## src/hdl/dtq_pkg.sv

```systemverilog
// Shared types and constants for the deadline timer queue.
// Used by dtq_store, dtq_div and deadline_timer_queue; no dependencies.
package dtq_pkg;

  // Field widths
  localparam int DEADLINE_W = 49;
  localparam int NOW_W      = 48;
  localparam int DELAY_W    = 41;
  localparam int TASK_W     = 16;
  localparam int WAIT_W     = 31;
  localparam int KIND_W     = 3;

  // Operation codes (input tuser)
  localparam logic OP_SCHEDULE = 1'b0;
  localparam logic OP_SERVICE  = 1'b1;

  // Result kinds (output tuser)
  localparam logic [KIND_W-1:0] KIND_ACCEPTED = 3'd0;
  localparam logic [KIND_W-1:0] KIND_NEGATIVE = 3'd1;
  localparam logic [KIND_W-1:0] KIND_FULL     = 3'd2;
  localparam logic [KIND_W-1:0] KIND_DUE      = 3'd3;
  localparam logic [KIND_W-1:0] KIND_WAIT     = 3'd4;
  localparam logic [KIND_W-1:0] KIND_EMPTY    = 3'd5;

  // Divide by 1000: (span >> 3) / 125 by a rounded-up reciprocal, 2^45 scale
  localparam int                    US_PER_MS   = 1000;
  localparam int                    RECIP_W     = 39;
  localparam logic [RECIP_W-1:0]    RECIP_125   = 39'd281474976711;   // ceil(2^45 / 125)
  localparam int                    RECIP_SHIFT = 45;
  localparam logic [WAIT_W-1:0]     WAIT_MAX    = 31'd1099511627;
  localparam logic [DEADLINE_W-1:0] SAT_SPAN    = 49'd1099511628000;  // 1000 * (WAIT_MAX + 1)

  // One queue entry
  typedef struct packed {
    logic [DEADLINE_W-1:0] deadline;
    logic [TASK_W-1:0]     task_id;
  } entry_t;

  // Sequencer states
  typedef enum logic [2:0] {
    ST_IDLE,
    ST_INS_STEP,
    ST_INS_CMP,
    ST_INS_DONE,
    ST_SRV_READ,
    ST_SRV_CMP,
    ST_SRV_DIV
  } state_t;

endpackage

```

## src/hdl/deadline_timer_queue.sv

```systemverilog
// Deadline timer queue top level: sequencer, output register, assertions.
// Depends on dtq_pkg, dtq_store and dtq_div.
//
// Usage:
//   Input items arrive on s_axis_*. tuser is the operation: 0 schedules
//   task_id to wake at now_us + delay_us, 1 services the queue at now_us.
//   Results leave on m_axis_*, tuser giving the result kind and tlast set on
//   the final result of each input item. A schedule item gives one result;
//   a service item gives one due result per expired task, earliest first
//   (equal deadlines in arrival order), then a wait or empty result.
// Timing:
//   The queue is a circular buffer in one memory with a registered read. A
//   schedule item walks the queued entries with a later deadline, one
//   read/write per cycle, then writes the new entry; an ignored or dropped
//   item answers at once. A service item pops each due task in turn, then
//   runs the pipelined divide by 1000, or ends empty if the queue empties.
//   One item is in work at a time; s_axis_tready is low while it runs.
// Reset and stall:
//   rst clears the sequencer, fill count, head pointer and output valid; the
//   memory is not cleared. A stall on m_axis_tready holds result and result loads.
module deadline_timer_queue #(
  parameter int QUEUE_DEPTH = 16
) (
  input  logic         clk,
  input  logic         rst,
  input  logic         s_axis_tvalid,
  output logic         s_axis_tready,
  // [15:0] task_id, [56:16] delay_us, [104:57] now_us, [111:105] zero
  input  logic [111:0] s_axis_tdata,
  // [0] operation
  input  logic         s_axis_tuser,
  output logic         m_axis_tvalid,
  input  logic         m_axis_tready,
  // [15:0] woken_task, [46:16] wait_ms, [47] zero
  output logic [47:0]  m_axis_tdata,
  // [2:0] result_kind
  output logic [2:0]   m_axis_tuser,
  output logic         m_axis_tlast
);
  import dtq_pkg::*;

  localparam int AW = $clog2(QUEUE_DEPTH);
  localparam int CW = $clog2(QUEUE_DEPTH + 1);
  localparam int SW = AW + 1;

  // Logical queue position to memory address
  function automatic logic [AW-1:0] to_phys(input logic [AW-1:0] hd,
                                            input logic [CW-1:0] lg);
    logic [SW-1:0] s;
    s = SW'(hd) + SW'(lg);
    if (s >= SW'(QUEUE_DEPTH)) begin
      s = s - SW'(QUEUE_DEPTH);
    end
    return s[AW-1:0];
  endfunction

  state_t state, state_next;

  logic [AW-1:0]         head, head_next;
  logic [CW-1:0]         count, count_next;
  logic [CW-1:0]         pos, pos_next;
  logic [DEADLINE_W-1:0] dl;
  logic [TASK_W-1:0]     task_r;
  logic [NOW_W-1:0]      now_r;

  logic [KIND_W-1:0]     kind_r;
  logic [TASK_W-1:0]     woken_r;
  logic [WAIT_W-1:0]     wait_r;
  logic                  last_r;
  logic                  out_valid;

  logic                  accept;
  logic                  out_free;
  logic                  in_op;
  logic [TASK_W-1:0]     in_task;
  logic signed [DELAY_W-1:0] in_delay;
  logic [NOW_W-1:0]      in_now;
  logic                  in_neg;
  logic                  q_full;
  logic                  rd_later;
  logic                  rd_due;

  logic                  mem_we, mem_re;
  logic [AW-1:0]         mem_waddr, mem_raddr;
  entry_t                mem_wdata, rd_entry;

  logic                  div_start, div_done;
  logic [WAIT_W-1:0]     div_q;

  logic                  out_load;
  logic [KIND_W-1:0]     out_kind;
  logic [TASK_W-1:0]     out_task;
  logic [WAIT_W-1:0]     out_wait;
  logic                  out_last;
  logic                  load_item;

  // Input unpacking
  assign in_op    = s_axis_tuser;
  assign in_task  = s_axis_tdata[15:0];
  assign in_delay = s_axis_tdata[56:16];
  assign in_now   = s_axis_tdata[104:57];
  assign in_neg   = in_delay[DELAY_W-1];
  assign q_full   = (count == CW'(QUEUE_DEPTH));

  assign out_free      = !out_valid || m_axis_tready;
  assign s_axis_tready = (state == ST_IDLE) && out_free;
  assign accept        = s_axis_tvalid && s_axis_tready;

  assign rd_later = (rd_entry.deadline > dl);
  assign rd_due   = (rd_entry.deadline <= {1'b0, now_r});

  dtq_store #(
    .DEPTH (QUEUE_DEPTH),
    .AW    (AW)
  ) u_store (
    .clk   (clk),
    .we    (mem_we),
    .waddr (mem_waddr),
    .wdata (mem_wdata),
    .re    (mem_re),
    .raddr (mem_raddr),
    .rdata (rd_entry)
  );

  dtq_div u_div (
    .clk      (clk),
    .rst      (rst),
    .start    (div_start),
    .dividend (rd_entry.deadline - {1'b0, now_r}),
    .done     (div_done),
    .quotient (div_q)
  );

  // Next state
  always_comb begin
    state_next = state;
    unique case (state)
      ST_IDLE: begin
        if (accept) begin
          if (in_op == OP_SERVICE) begin
            state_next = ST_SRV_READ;
          end else if (!in_neg && !q_full) begin
            state_next = ST_INS_STEP;
          end
        end
      end
      ST_INS_STEP: begin
        state_next = (pos == '0) ? ST_INS_DONE : ST_INS_CMP;
      end
      ST_INS_CMP: begin
        if (rd_later) begin
          state_next = (pos >= CW'(2)) ? ST_INS_CMP : ST_INS_STEP;
        end else begin
          state_next = ST_INS_DONE;
        end
      end
      ST_INS_DONE: begin
        if (out_free) state_next = ST_IDLE;
      end
      ST_SRV_READ: begin
        if (count != '0) begin
          state_next = ST_SRV_CMP;
        end else if (out_free) begin
          state_next = ST_IDLE;
        end
      end
      ST_SRV_CMP: begin
        if (!rd_due) begin
          state_next = ST_SRV_DIV;
        end else if (out_free) begin
          state_next = ST_SRV_READ;
        end
      end
      ST_SRV_DIV: begin
        if (div_done && out_free) state_next = ST_IDLE;
      end
      default: state_next = ST_IDLE;
    endcase
  end

  // Outputs: memory accesses, divider start, result loads, pointer updates
  always_comb begin
    mem_we     = 1'b0;
    mem_waddr  = to_phys(head, pos);
    mem_wdata  = '{deadline: dl, task_id: task_r};
    mem_re     = 1'b0;
    mem_raddr  = to_phys(head, pos - CW'(1));
    div_start  = 1'b0;
    out_load   = 1'b0;
    out_kind   = KIND_ACCEPTED;
    out_task   = '0;
    out_wait   = '0;
    out_last   = 1'b1;
    head_next  = head;
    count_next = count;
    pos_next   = pos;
    load_item  = 1'b0;
    unique case (state)
      ST_IDLE: begin
        if (accept) begin
          load_item = 1'b1;
          pos_next  = count;
          if (in_op == OP_SCHEDULE) begin
            if (in_neg) begin
              out_load = 1'b1;
              out_kind = KIND_NEGATIVE;
            end else if (q_full) begin
              out_load = 1'b1;
              out_kind = KIND_FULL;
            end
          end
        end
      end
      ST_INS_STEP: begin
        if (pos == '0) begin
          mem_we = 1'b1;
        end else begin
          mem_re = 1'b1;
        end
      end
      ST_INS_CMP: begin
        mem_we = 1'b1;
        if (rd_later) begin
          // shift the later entry up one place and look at the next one down
          mem_wdata = rd_entry;
          pos_next  = pos - CW'(1);
          mem_raddr = to_phys(head, pos - CW'(2));
          mem_re    = (pos >= CW'(2));
        end
      end
      ST_INS_DONE: begin
        if (out_free) begin
          out_load   = 1'b1;
          out_kind   = KIND_ACCEPTED;
          count_next = count + CW'(1);
        end
      end
      ST_SRV_READ: begin
        mem_raddr = head;
        if (count != '0) begin
          mem_re = 1'b1;
        end else if (out_free) begin
          out_load = 1'b1;
          out_kind = KIND_EMPTY;
        end
      end
      ST_SRV_CMP: begin
        if (!rd_due) begin
          div_start = 1'b1;
        end else if (out_free) begin
          out_load   = 1'b1;
          out_kind   = KIND_DUE;
          out_task   = rd_entry.task_id;
          out_last   = 1'b0;
          head_next  = (head == AW'(QUEUE_DEPTH - 1)) ? '0 : head + AW'(1);
          count_next = count - CW'(1);
        end
      end
      ST_SRV_DIV: begin
        if (div_done && out_free) begin
          out_load = 1'b1;
          out_kind = KIND_WAIT;
          out_wait = div_q;
        end
      end
      default: begin
      end
    endcase
  end

  // Control registers
  always_ff @(posedge clk) begin
    if (rst) begin
      state     <= ST_IDLE;
      head      <= '0;
      count     <= '0;
      out_valid <= 1'b0;
    end else begin
      state <= state_next;
      head  <= head_next;
      count <= count_next;
      if (out_load) begin
        out_valid <= 1'b1;
      end else if (m_axis_tready) begin
        out_valid <= 1'b0;
      end
    end
  end

  // Item and result payload registers
  always_ff @(posedge clk) begin
    pos <= pos_next;
    if (load_item) begin
      dl     <= {1'b0, in_now} + DEADLINE_W'(in_delay[DELAY_W-2:0]);
      task_r <= in_task;
      now_r  <= in_now;
    end
    if (out_load) begin
      kind_r  <= out_kind;
      woken_r <= out_task;
      wait_r  <= out_wait;
      last_r  <= out_last;
    end
  end

  assign m_axis_tvalid = out_valid;
  assign m_axis_tdata  = {1'b0, wait_r, woken_r};
  assign m_axis_tuser  = kind_r;
  assign m_axis_tlast  = last_r;

  // Fill count moves by at most one per cycle
  a_count_step: assert property (@(posedge clk) disable iff (rst)
    (count != $past(count)) |->
      ((count == $past(count) + CW'(1)) || ($past(count) == count + CW'(1))))
    else $error("queue fill count jumped");

  // A due task is never the final result of a service item
  a_due_not_last: assert property (@(posedge clk) disable iff (rst)
    (m_axis_tvalid && (m_axis_tuser == KIND_DUE)) |-> !m_axis_tlast)
    else $error("due result marked last");

  // A valid schedule at full capacity is dropped at once
  a_full_drop: assert property (@(posedge clk) disable iff (rst)
    (accept && (in_op == OP_SCHEDULE) && !in_neg && q_full) |=>
      (m_axis_tvalid && (m_axis_tuser == KIND_FULL) && $stable(count)))
    else $error("full queue did not drop the item");

endmodule

```

## src/hdl/dtq_store.sv

```systemverilog
// Entry memory of the timer queue: one write port, one read port, registered read.
// Depends on dtq_pkg for entry_t.
module dtq_store #(
  parameter int DEPTH = 16,
  parameter int AW    = 4
) (
  input  logic            clk,
  input  logic            we,
  input  logic [AW-1:0]   waddr,
  input  dtq_pkg::entry_t wdata,
  input  logic            re,
  input  logic [AW-1:0]   raddr,
  output dtq_pkg::entry_t rdata
);
  import dtq_pkg::*;

  entry_t mem [DEPTH];

  // Write port
  always_ff @(posedge clk) begin
    if (we) begin
      mem[waddr] <= wdata;
    end
  end

  // Read port, data held until the next read
  always_ff @(posedge clk) begin
    if (re) begin
      rdata <= mem[raddr];
    end
  end

endmodule

```

## src/hdl/dtq_div.sv

```systemverilog
// Pipelined divide of a 49-bit microsecond span by 1000 through a reciprocal
// multiply, saturated to the wait width. Depends on dtq_pkg for widths and constants.
module dtq_div (
  input  logic                             clk,
  input  logic                             rst,
  input  logic                             start,
  input  logic [dtq_pkg::DEADLINE_W-1:0]   dividend,
  output logic                             done,
  output logic [dtq_pkg::WAIT_W-1:0]       quotient
);
  import dtq_pkg::*;

  localparam int SPAN_LSB = 3;                    // divide by 8 first, then by 125
  localparam int YL_W     = 19;
  localparam int YH_W     = 19;
  localparam int ML_W     = 20;
  localparam int MH_W     = RECIP_W - ML_W;
  localparam int PP_W     = 39;
  localparam int SUM_W    = YL_W + YH_W + RECIP_W;

  logic [DEADLINE_W-1:0] span;
  logic [YL_W-1:0]       y_lo;
  logic [YH_W-1:0]       y_hi;
  logic [ML_W-1:0]       m_lo;
  logic [MH_W-1:0]       m_hi;
  logic [PP_W-1:0]       pp_hh, pp_hl, pp_lh, pp_ll;
  logic [SUM_W-1:0]      sum_a, sum_b, prod;
  logic                  sat1, sat2;
  logic [2:0]            stage;
  logic [WAIT_W-1:0]     q;

  // Operand slices; a span below SAT_SPAN fits in 41 bits
  assign y_lo = span[SPAN_LSB +: YL_W];
  assign y_hi = span[SPAN_LSB + YL_W +: YH_W];
  assign m_lo = RECIP_125[ML_W-1:0];
  assign m_hi = RECIP_125[RECIP_W-1:ML_W];
  assign prod = sum_a + sum_b;

  // Stage valid bits and sticky done, cleared by the next start
  always_ff @(posedge clk) begin
    if (rst) begin
      stage <= '0;
      done  <= 1'b0;
    end else begin
      stage <= {stage[1:0], start};
      if (start) begin
        done <= 1'b0;
      end else if (stage[2]) begin
        done <= 1'b1;
      end
    end
  end

  // Capture, partial products, partial sums, quotient
  always_ff @(posedge clk) begin
    if (start) begin
      span <= dividend;
    end
    sat1  <= (span >= SAT_SPAN);
    pp_hh <= PP_W'(y_hi) * PP_W'(m_hi);
    pp_hl <= PP_W'(y_hi) * PP_W'(m_lo);
    pp_lh <= PP_W'(y_lo) * PP_W'(m_hi);
    pp_ll <= PP_W'(y_lo) * PP_W'(m_lo);
    sat2  <= sat1;
    sum_a <= (SUM_W'(pp_hh) << (YL_W + ML_W)) + SUM_W'(pp_ll);
    sum_b <= (SUM_W'(pp_hl) << YL_W) + (SUM_W'(pp_lh) << ML_W);
    q     <= sat2 ? WAIT_MAX : prod[RECIP_SHIFT +: WAIT_W];
  end

  assign quotient = q;

endmodule

```

## config.mk

```make
export PLATFORM = sky130hd
export DESIGN_NAME = deadline_timer_queue
export DESIGN_NICKNAME = d
export VERILOG_FILES = /design/src/hdl/dtq_pkg.sv /design/src/hdl/deadline_timer_queue.sv /design/src/hdl/dtq_store.sv /design/src/hdl/dtq_div.sv
export SDC_FILE = /design/constraint.sdc
export NUM_CORES = 2
export LEC_CHECK = 0
export BUFFER_PORTS_ARGS = -buffer_cell sky130_fd_sc_hd__buf_2
export CORE_ASPECT_RATIO = 1.5
export CORE_MARGIN = 2
export CORE_UTILIZATION = 40
export CTS_BUF_LIST = sky130_fd_sc_hd__clkbuf_4 sky130_fd_sc_hd__clkbuf_8
export CTS_CLUSTER_SIZE = 8
export DETAILED_ROUTE_END_ITERATION = 8
export GPL_TIMING_DRIVEN = 0
export SETUP_SLACK_MARGIN = 0.4
export SLEW_MARGIN = 20
export SYNTH_ARGS = -nofsm -noshare
export SYNTH_HDL_FRONTEND = slang
export SYNTH_SLANG_ARGS = --single-unit
```

## constraint.sdc

```tcl
create_clock -name clk -period 20.1 [get_ports clk]
set_input_delay 3.015 -clock clk [delete_from_list [all_inputs] [get_ports clk]]
set_output_delay 3.015 -clock clk [all_outputs]
set_load 0.02 [all_outputs]
```

Word-level counts from Yosys, hierarchy flattened
Memories as Yosys holds them, arrays and structs flattened. A register that Yosys moved wholly into a read port is not among the register bits.
Index checks and enable logic that the tools add are counted.
- output and inout bits: 54
- bits in registers: 556
- memories: 1
- memory bits (writable): 1040
- mux-type cells: 61
- multipliers: 4
- $add $sub $neg: 16
- reductions and logical operators: 21
- order comparisons: 7
- equal/unequal tests: 16
- memories (name ; words ; width ; rd ports ; clocked after memory_dff ; wr ports ; RTL line ; source):
    u_store.mem ; 16 ; 65 ; 1 ; 1 ; 1 ; dtq_store.sv:17 ; entry_t mem [DEPTH];
- operators by type and width (operator ; number):
    65-bit two-way mux ; 2
    19-bit by 19-bit multiplier with 38-bit output, second input constant ; 3
    76-bit by 39-bit adder with 76-bit output ; 1
    76-bit by 59-bit adder with 76-bit output ; 1
    58-bit by 58-bit adder with 59-bit output ; 1
    48-bit by 40-bit adder with 49-bit output ; 1
    49-bit by 41-bit >= comparator with 1-bit output, second input constant ; 1
    49-bit greater-than comparator ; 1
    49-bit by 48-bit <= comparator with 1-bit output ; 1
    49-bit by 48-bit subtractor with 49-bit output ; 1
    19-bit by 19-bit multiplier with 37-bit output, second input constant ; 1
    3-bit two-way mux ; 11
    5-bit two-way mux ; 5
    1-bit two-way mux ; 22
    3-bit case mux with 7 select lines ; 1
    4-bit two-way mux ; 5
    5-bit case mux with 2 select lines ; 2
    2-bit two-way mux ; 8
    4-bit by 5-bit adder with 5-bit output ; 3
    5-bit >= comparator, second input constant ; 3
    2-bit inequality test, second input constant ; 6
    3-bit case mux with 4 select lines ; 1
    4-bit by 1-bit subtractor with 4-bit output, second input constant ; 3
    5-bit by 1-bit subtractor with 5-bit output, second input constant ; 2
    26 further kinds ; 39

Depth between registers and ports, before layout
- depth after elaboration: 7
- gate-level depth with buffers: 23

Hierarchy
A second synthesis with hierarchy kept.
- cell total of the unflattened synthesis: 6349
- area, all modules: 87975.6 um2
- modules (own cells, without submodules) (module ; times used ; area each (um2) ; cells each ; seq. area each (um2)):
    dtq_store ; 1 ; 40890.5 ; 1673 ; 33181.8
    dtq_div ; 1 ; 32723.9 ; 3234 ; 6716.4
    deadline_timer_queue ; 1 ; 14361.3 ; 1442 ; 5335.1

Least setup slack after synthesis
No wires, ideal clock.
- kind: input -> output
- from: in m_axis_tready
- to: out s_axis_tready
- stages on the path: 3
- data arrival time: 3905 ps
- path slack: 13180 ps
- cell sequence: nor2b_1 > clkbuf_1 > nor4_1
- cells in the longest elaborated chain, start to end: 2
- ends and longest elaborated chain (what ; RTL line ; source):
    start: declaration ; deadline_timer_queue.sv:33 ; input logic m_axis_tready,
    1-bit logical OR ; deadline_timer_queue.sv:105 ; assign out_free = !out_valid || m_axis_tready;
    1-bit logical AND ; deadline_timer_queue.sv:106 ; assign s_axis_tready = (state == ST_IDLE) && out_free;
    end: declaration ; deadline_timer_queue.sv:27 ; output logic s_axis_tready,
No other way between the ends.

Worst setup path after layout
- from: reg u_div.span[35]
- to: reg u_div.pp_hl[36]
- cells in the longest elaborated chain, start to end: 1
- ends and longest elaborated chain (what ; RTL line ; source):
    start: declaration ; dtq_div.sv:21 ; logic [DEADLINE_W-1:0] span;
    start signal: assignment ; dtq_div.sv:57 ; span <= dividend;
    19-bit by 19-bit multiplier with 38-bit output ; dtq_div.sv:61 ; pp_hl <= PP_W'(y_hi) * PP_W'(m_lo);
    end signal: assignment ; dtq_div.sv:61 ;
    end: declaration ; dtq_div.sv:26 ; logic [PP_W-1:0] pp_hh, pp_hl, pp_lh, pp_ll;
No other way between the ends.
A chain may end at the register's enable or synchronous reset.

==> results.toml <==
[run_status]
status = "finished clean"

[timing]
fin_ws_ns = 12.25
setup_violations = 0
finClkSkew_ns = 0.171
max_freq_ghz = 0.127
relSlewSlack_pct = 24.1
finalSetupTns_ns = 0
maxSlewViolCount = 0
fin_crit_ns = 7.85
max_slew.worst_pin.slew_ns = 1.14
final_hold_viol_count = 0
final.period_utilization_pct = 39.0
rsz0062_at_grt = "false"

[floorplanning]
core_area_um2 = 220000
die_x_um = 387
die-area_um2 = 224000
die_y_um = 579
row_count = 211
start_util_pct = 40.1
ios = 171

[clock_tree]
numCtsBuffers = 246
hold_buffers = 0
ctsHtreeMaxLevel = 4
insertion_delay_ns = 1.02
cts_tree = "yes"
cts.sinks = 1598
clock_path_buffers = 4
clkTransAtPathRegs_ns = 0.07
cts_setup_buffers = 0
ctsResizeCount = 0
cts_root_buf = "clkbuf_8"

[worst_setup_path]
critPathMaxStageDelay_ns = 0.98
crit_chain = "inv_1, ha_1, ha_1, inv_1, fa_1, inv_1, fa_1, fa_1, inv_1, fa_1, inv_1, ha_1, and2_0, a221o_1, a221o_1, a22o_1, a221oi_1, a2111oi_0, o31ai_1, o21ai_0, xor2_1"
critPathCaptureType = "register"
cp.required_ns = 20.86
cp_slowest_cell = "edfxtp_1"
path_buf_inv = 5
cp_common_cell = "inv_1"
critical-path-top-delay-family = "adder cells"
crit_path_start_kind = "register"
critical_path_class = "register to register"
cp_max_fo = 11
arrival_ns = 8.61

[detailed_routing]
drtAntennaViolNets = 0
dr_total_vias = 55600
drt_iter0_markers = 3527
via_per_inst = 5.47
wirelength_mm = 258
wl_per_cell_um = 25.4
route.detailed.drc = 0
drtPass1Iterations = 5

[final_layout]
drive_gt1_share_pct = 17.1
layout.nets = 8488
syn_to_final_growth_pct = 12.0

[grt]
grt_max_degree = 73
grt_pass1_wl_mm = 375
grt_antenna_before_repair = 6
grt_overflow = 0
globalRouteTotalUtil_pct = 22.6
grt_pass1_vias = 58100

[yosys]
synth_top_area_share_pct = 45.1
synth_edf_count = 1323
yosys_most_used_dff = "edfxtp_1"
async_reset_ff_share_pct = 0
postSynthCellCount = 6695
netlist_top_cells_area = "edfxtp_1, ha_1, fa_1"
synth_cell_type_count = 79
netlist.top_cell.by_area = "edfxtp_1"
syn_area_um2 = 88200
synth_seq_cells = 1598
syn_nets = 8005
yosysSeqAreaShare_pct = 51.3
postSynthAreaPerCell_um2 = 13.2
yosys_warnings = 0

[placement]
pre_cts_slack_ns = 12.26
io_buffers = 161
globalplace.congestion = 0.941
dp_hpwl_mm = 197

[job]
cap_violations = 0

[min_path]
hp-class = "register to register"
## metal layers
layer	vias up	GRT usage, %	share of wire (%)
met5	-	0	0.0070
met4	2	13.1	6.4
met3	604	2.64	4.5
met2	1760	42.3	53
met1	28000	24.7	37
li1	25200	-	-
## flip-flops by register name, summed over array words and instances, names as in the netlist, 3 cells and up
name and cells:
u_div.pp_lh 38, u_div.sum_b 39, task_r 16, u_div.quotient 31, dl 49, pos 5, u_div.stage 3, u_div.pp_ll 19
woken_r 16, u_div.span 49, u_store.mem 1040, now_r 48, u_div.pp_hl 36, u_div.pp_hh 37, count 5, m_axis_tuser 3
head 4, u_div.sum_a 56, state 3, u_store.rdata 65, wait_r 31
## layout make-up
class / instances / area, um^2
fillers: 20000 / 121000
clock inverters: 42 / 344
multi-input cells: 4041 / 39000
repair buffers: 235 / 2460
well taps: 2875 / 3600
inverters: 879 / 3310
clock buffers: 318 / 3950
plain buffers: 177 / 803
diodes: 9 / 22.5
flip-flops and latches: 1598 / 45200
## worst reg2reg max path: stages (launching register included)
cell and delay [ns]:
edfxtp_1 0.98, inv_1 0.35, ha_1 0.45, ha_1 0.32
inv_1 0.09, fa_1 0.49, inv_1 0.08, fa_1 0.49
fa_1 0.56, inv_1 0.05, fa_1 0.51, inv_1 0.06
ha_1 0.32, and2_0 0.25, a221o_1 0.40, a221o_1 0.35
a22o_1 0.30, a221oi_1 0.53, a2111oi_0 0.31, o31ai_1 0.46
o21ai_0 0.18, xor2_1 0.16
## synth_stat cells (23+ instances only)
library cell and instances:
o21a_1 45, fa_1 414, a21o_1 112, o21bai_1 23, a21oi_1 265, o21ai_0 137
buf_2 75, and2_1 66, o22ai_1 203, o2111ai_1 69, mux2i_1 77, clkbuf_1 79
mux2_2 455, ha_1 779, nand3_1 210, nor4b_2 60, dfxtp_1 275, inv_1 878
nor4_1 25, xnor2_1 180, nor2b_1 33, nor2_1 182, edfxtp_1 1323, a211oi_1 35
nor3_1 63, nand2b_1 30, xor2_1 63, nand2_1 168, nand4_1 40, and3_1 30
## worst paths after layout
check	startpoint	end	slack [ns]	depth (start not counted)
max	u_div.span[35]	u_div.pp_hl[36]	12.25	21
min	u_div.pp_ll[26]	u_div.sum_a[26]	0.31	0
max reg2reg	u_div.span[35]	u_div.pp_hl[36]	12.25	21
min reg2reg	u_div.pp_ll[26]	u_div.sum_a[26]	0.31	0
## cells by family (layout without fill, tap and decap cells)
family                     Yosys count  after routing  share of synthesized area (%)
adders and majority gates         1193           1193                           20.5
xor gates and xnor gates           243            243                           2.41
muxes                              532            532                           6.69
buffers and inverters             1056           1651                           4.65
AOI/OAI and AO/OA                 1077           1077                           8.09
and+or+nand+nor                    995            995                           6.39
other                                1             10                        0.00425
DFF                               1598           1598                           51.3
## placed cells by master, fill, tap and decap left out, types with 60 or more instances in the layout
cell | Yosys | routed
edfxtp_1 | 1323 | 1323
ha_1 | 779 | 779
xnor2_1 | 180 | 180
o2111ai_1 | 69 | 69
clkbuf_1 | 79 | 76
a21o_1 | 112 | 112
and2_1 | 66 | 66
fa_1 | 414 | 414
xor2_1 | 63 | 63
o22ai_1 | 203 | 203
buf_2 | 75 | 236
nor3_1 | 63 | 63
nand3_1 | 210 | 210
mux2i_1 | 77 | 77
a21oi_1 | 265 | 265
o21ai_0 | 137 | 135
nand2_1 | 168 | 168
nor2_1 | 182 | 166
dfxtp_1 | 275 | 275
nor4b_2 | 60 | 60
clkbuf_8 | 0 | 250
inv_1 | 878 | 876
mux2_2 | 455 | 455
clkbuf_4 | 2 | 70
## through the flow
stage	hold slack, ns	instances	util, %	area (um^2)
floorplan	0.310	6695	-	88200
global placement	0.312	9731	42.1	92600
detailed placement	0.312	9805	43.0	94400
CTS	0.311	10200	44.9	98700
global route	0.322	10200	44.9	98700
finish	0.314	10200	44.9	98700
Power is not shown: default switching activity piles up to over one toggle a cycle in this logic, so the estimate is an artifact.
